===== config.mk =====
export PLATFORM = sky130hd
export DESIGN_NAME = hpt_cfg_regs
export DESIGN_NICKNAME = d
export VERILOG_FILES = /design/src/sv/hpt_pkg.sv /design/src/sv/hpt_cfg_regs.sv
export SDC_FILE = /design/constraint.sdc
export NUM_CORES = 1
export LEC_CHECK = 0
export BUFFER_PORTS_ARGS = -buffer_cell sky130_fd_sc_hd__buf_2
export CORE_AREA = 2 2 251 253
export DETAILED_ROUTE_END_ITERATION = 10
export DIE_AREA = 0 0 253 255
export PLACE_DENSITY = 0.65
export SETUP_SLACK_MARGIN = 0.2
export SYNTH_ARGS = -nofsm -noshare
export SYNTH_HDL_FRONTEND = slang
export SYNTH_SLANG_ARGS = --single-unit
export TNS_END_PERCENT = 1

===== constraint.sdc =====
create_clock -name aclk -period 4.43 [get_ports aclk]
set_clock_uncertainty 0.05 [all_clocks]
set_input_delay 0.6645 -clock aclk [delete_from_list [all_inputs] [get_ports aclk]]
set_output_delay 0.6645 -clock aclk [all_outputs]
set_load 0.1 [all_outputs]

===== src/sv/hpt_pkg.sv =====
// Shared types, constants and helpers for the homogeneous point transform.
// Used by every module of the block; depends on nothing.
`default_nettype none

package hpt_pkg;

    // Fixed-point format of coordinates and matrix entries.
    localparam int COORD_WIDTH = 32;
    localparam int FRAC_BITS   = 16;

    localparam int FIELD_W    = 32;
    localparam int HALF_W     = 32;
    localparam int REG_W      = 64;
    localparam int NUM_REGS   = 8;
    localparam int REG_IDX_W  = $clog2(NUM_REGS);
    localparam int ADDR_LSB   = $clog2(REG_W / 8);
    localparam int APB_ADDR_W = REG_IDX_W + ADDR_LSB;

    localparam int ROWS   = 4;
    localparam int COLS   = 4;
    localparam int LANES  = 3;
    localparam int ACC_W  = 64;
    localparam int PROD_W = 2 * COORD_WIDTH;
    localparam int NUM_W  = ACC_W + FRAC_BITS;

    localparam logic [COORD_WIDTH-1:0] LIM_POS = {1'b0, {(COORD_WIDTH-1){1'b1}}};
    localparam logic [COORD_WIDTH-1:0] LIM_NEG = {1'b1, {(COORD_WIDTH-1){1'b0}}};

    typedef logic signed [COORD_WIDTH-1:0] coord_t;
    typedef logic signed [PROD_W-1:0]      prod_t;
    typedef logic signed [ACC_W-1:0]       acc_t;
    typedef logic [ACC_W-1:0]              mag_t;

    typedef coord_t [ROWS-1:0][COLS-1:0] matrix_t;
    typedef acc_t [ROWS-1:0]             dot_t;

    typedef struct packed {
        logic signed [FIELD_W-1:0] point_x;
        logic signed [FIELD_W-1:0] point_y;
        logic signed [FIELD_W-1:0] point_z;
    } point_t;

    typedef struct packed {
        logic signed [FIELD_W-1:0] out_x;
        logic signed [FIELD_W-1:0] out_y;
        logic signed [FIELD_W-1:0] out_z;
        logic                      range_fault;
    } result_t;

    typedef struct packed {
        mag_t nm;
        logic neg;
        logic num_neg;
        logic num_zero;
    } mag_lane_t;

    typedef struct packed {
        mag_t                   rem;
        logic [COORD_WIDTH-1:0] quo;
        logic [COORD_WIDTH-1:0] nlow;
        logic                   neg;
        logic                   num_neg;
        logic                   num_zero;
        logic                   ovf;
    } div_lane_t;

    // Reset value of a matrix register: the identity matrix.
    function automatic logic [REG_W-1:0] reg_reset(input logic [REG_IDX_W-1:0] idx);
        logic [REG_IDX_W-2:0] row;
        logic [REG_W-1:0]     val;
        row = idx[REG_IDX_W-1:1];
        val = '0;
        if (row[1] == idx[0]) begin
            val = (REG_W'(1) << FRAC_BITS) << (row[0] ? HALF_W : 0);
        end
        return val;
    endfunction

endpackage

`default_nettype wire


===== src/sv/hpt_cfg_regs.sv =====
// APB register file holding the 4x4 transform matrix.
// Depends on hpt_pkg.
`default_nettype none

module hpt_cfg_regs import hpt_pkg::*; (
    input  logic                  aclk,
    input  logic                  aresetn,
    input  logic                  psel,
    input  logic                  penable,
    input  logic                  pwrite,
    input  logic [APB_ADDR_W-1:0] paddr,
    input  logic [REG_W-1:0]      pwdata,
    output logic [REG_W-1:0]      prdata,
    output logic                  pready,
    output matrix_t               matrix
);

    logic [REG_W-1:0]     regs_reg [NUM_REGS];
    logic [REG_IDX_W-1:0] idx;

    assign idx    = paddr[APB_ADDR_W-1:ADDR_LSB];
    assign prdata = regs_reg[idx];
    assign pready = 1'b1;

    always_ff @(posedge aclk) begin
        if (!aresetn) begin
            for (int i = 0; i < NUM_REGS; i++) begin
                regs_reg[i] <= reg_reset(REG_IDX_W'(i));
            end
        end else if (psel && penable && pwrite) begin
            regs_reg[idx] <= pwdata;
        end
    end

    // Columns 0 and 2 sit in the low half of a word, columns 1 and 3 in the high half.
    always_comb begin
        for (int r = 0; r < ROWS; r++) begin
            for (int c = 0; c < COLS; c++) begin
                matrix[r][c] = regs_reg[REG_IDX_W'(2 * r + (c >> 1))]
                                       [(c & 1) * HALF_W +: COORD_WIDTH];
            end
        end
    end

endmodule

`default_nettype wire


Word-level counts from Yosys, hierarchy flattened --
Memories as Yosys holds them, arrays and structs flattened. Cells that the tools add are included.
Storage, ports and cells: register bits 0, memory bits (writable) 512, output and inout port bits 577, word-level logic and storage cells 13, memories kept 1
Memories:
- regs_reg | words 8, bits a word 64, rd ports 9, clocked after memory_dff 0, write ports 8, RTL line hpt_cfg_regs.sv:18 | logic [REG_W-1:0] regs_reg [NUM_REGS];
Operators by class: mux-type cells 9, reductions and logical operators 3
Operators with widths (number):
- 64-bit two-way mux | 3
- 64-bit OR reduction | 1
- 1-bit two-way mux | 5
- 3-bit two-way mux | 1
- 1-bit logical AND | 2

Logic depth before layout (Yosys ltp) --
word-level depth 7, depth in mapped cells 6, gate-level depth less buffers 3

Worst setup path before layout --
Ideal clock, no wire load.
kind in2reg, start point input port paddr[3], end point memory regs_reg[1][0], enable pin, library setup time 0.433 ns, data arrival time 3.016 ns, setup slack 0.932 ns, stages 5, buffers on the path 2, cells stage by stage buf_2 > inv_1 > nor4_1 > buf_2 > nand2b_1
RTL lines:
- from (decl) | RTL line hpt_cfg_regs.sv:11 | input logic [APB_ADDR_W-1:0] paddr,
- to (decl) | RTL line hpt_cfg_regs.sv:18

Worst setup path in the final report --
start point input port paddr[3], end point output port prdata[33]
On the way: longest elaborated chain between the ends 1
RTL lines:
- memory 8 x 64 bit
- to (decl) | RTL line hpt_cfg_regs.sv:13 | output logic [REG_W-1:0] prdata,
Every way passes these cells.

==> impl_metrics.ini <==
[power]
ir_drop_mv = 0.385
p_int_mw = 8.77
seqPwrFrac_pct = 41.3
switching_share_pct = 37.2
p_leak_nw = 11.2
p_sw_mw = 5.19
powerDensity_mw_per_mm2 = 484
clockPowerShare_pct = 32.7
power_frac_comb_pct = 26.1
total_power_mw = 14.0

[clocking]
ctsHoldBuffers = 0
path_clk_slew_ns = 0.06
cts_tree = done
cts_buffer_depth = 3
cts_buffers = 54
htreeDepth = 2
cts_setup_buffers = 0
cts-root-buf = clkbuf_16
cts.sinks = 512
ctsResizeCount = 0

[floorplanning]
io_pins = 652
start_util_pct = 36.8
rows = 92
die_area_mm2 = 0.0645
dieHeight_um = 255
die_x_um = 253
core_area_mm2 = 0.0622

[yosys]
synth_area_mm2 = 0.0229
synthCells = 1338
synth_top_cell_area_share_pct = 67.3
ys_seq_area_share_pct = 67.3
ys_warn_count = 0
avgSynthCellArea_um2 = 17.1
ys_ff_latch = 512
synth_cell_types = 26
synth.area.top_cells = edfxtp_1 (67%), and2_1 (14%), mux4_2 (13%)
yosys.area.top_type = edfxtp_1
syn-num-nets = 1413

[sta]
worstMarginPinSlew_ns = 1.07
worst_slack_ns = 0.930
max_slew_margin_pct = 28.4
finalCriticalPeriod_ns = 3.50
setup-violations-final = 0
whs_ns = 0.369
min_period_over_period_pct = 79.0
rsz0062_at_grt = false
hold_violations = 0
max_freq_mhz = 286
fin_tns_setup_ns = 0
slew_viol_final = 0

[placement]
portBuffers = 647
place_congestion = 0.851
dp_hpwl_um = 48900
placed_area_mm2 = 0.0271
place_ws_ns = 0.872
placedCellCount = 2729

[cells_and_area]
stdcell_area_mm2 = 0.0289
syn2layout_area_growth_pct = 26.3
stdcell_count = 2832
multi_input_area_mm2 = 0.00704
layout_common_cells = buf_2 (644), edfxtp_1 (512), and2_1 (508)
postLayoutCoreUtil_pct = 46.4
largest_reg_flops = 512
num-fill-cells = 5447
seq_area_mm2 = 0.0154
nets = 2061
drive_gt1_share_pct = 47.9
final_common_cell = buf_2

[job]
cap_violations = 0

[grt]
gr-total-overflow = 0
grt_pass1_wl_um = 107000
grt_pass1_vias = 15003
grt_use_met1_pct = 27.9
grt_max_degree = 65
grtUsageTotal_pct = 23.0
grt_util_met2_pct = 40.6
antenna_found_initial = 5
met3_usage_pct = 5.45
busiest_layer = met2

[setup_path]
critPathMaxFanout = 60
cp.arrival_ns = 2.79
endpoint_kind = primary output
worst-setup-path-type = in -> out
crit_path_start_kind = input pin
crit_required_ns = 3.72

[route]
postRouteWirelength_um = 77000
vias_per_cell = 5.24
ant_nets = 0
drtPass1Iterations = 7
wl_per_cell_um = 27.2
vias = 14827
drc = 0
drtIter0Drc = 1367

[hold_path]
min_delay_path_depth = 2
hp-start = pwdata[54]
hold_path.class = in -> reg
worstHoldEndpoint = regs_reg[1][54]

[outcome]
status = complete, no violations
==> area by class of cell <==
cell class / count / share of cell area [%]
Antenna cell: 4 / 0.0347
Clock buffer: 63 / 5.02
Clock inverter: 36 / 1.12
Inverter: 1 / 0.0130
Multi-Input combinational cell: 731 / 24.4
Sequential cell: 512 / 53.3
Tap cell: 799 / 3.46
Timing Repair Buffer: 686 / 12.7
==> metal layers <==
layer | vias up | share of wire, %
met5 | - | 0
met4 | 0 | 2.8
met3 | 119 | 8.1
met2 | 742 | 52
met1 | 7686 | 37
li1 | 6280 | -
==> power by group through the flow <==
stage	Sequential [mW]	Combinational (mW)	Clock (mW)
2_1_floorplan	7.78	1.04	0
3_3_place_gp	5.85	3.64	0
3_5_place_dp	5.86	3.65	0
4_1_cts	5.76	3.65	4.63
5_1_grt	5.78	3.71	4.79
6_report	5.76	3.64	4.56
==> worst max-delay path by stage <==
| stage | startpoint | endpoint | cells past startpoint |
|---|---|---|---|
| finish | paddr[3] | prdata[33] | 5 |
| global route | paddr[3] | prdata[33] | 5 |
| CTS | paddr[3] | prdata[33] | 5 |
| detailed placement | paddr[3] | prdata[33] | 5 |
| global placement | paddr[3] | prdata[35] | 5 |
| floorplan | paddr[3] | regs_reg[1][0] | 5 |
==> Yosys cell counts <==
library cell and count:
clkbuf_1 28, and2_1 508, mux4_2 127, o32a_1 1, inv_1 1, a21o_1 1, buf_6 13, conb_1 1
buf_2 20, edfxtp_1 512, nor2_1 1, nand2b_1 12, and4_1 1, nand4_1 1, mux2_2 63, mux2i_1 1
buf_4 1, nor3_1 2, nand3b_1 1, nor4_1 2, nor2b_1 2, buf_1 1, and3_1 4, clkbuf_2 31
a21boi_0 1, nand2_1 2
==> critical path, cell delays in order <==
cell and delay, ns:
buf_8 0.54, buf_4 0.40, mux4_2 0.55, mux2_2 0.28, buf_2 0.30
==> logic make-up after synthesis <==
kind of cell | share of synthesized area [%]
other cells | 0.0164
buf+inv | 2.28
compound gates | 0.110
mux | 15.7
flops | 67.3
simple gates | 14.6
(Power assumes the default switching activity.)
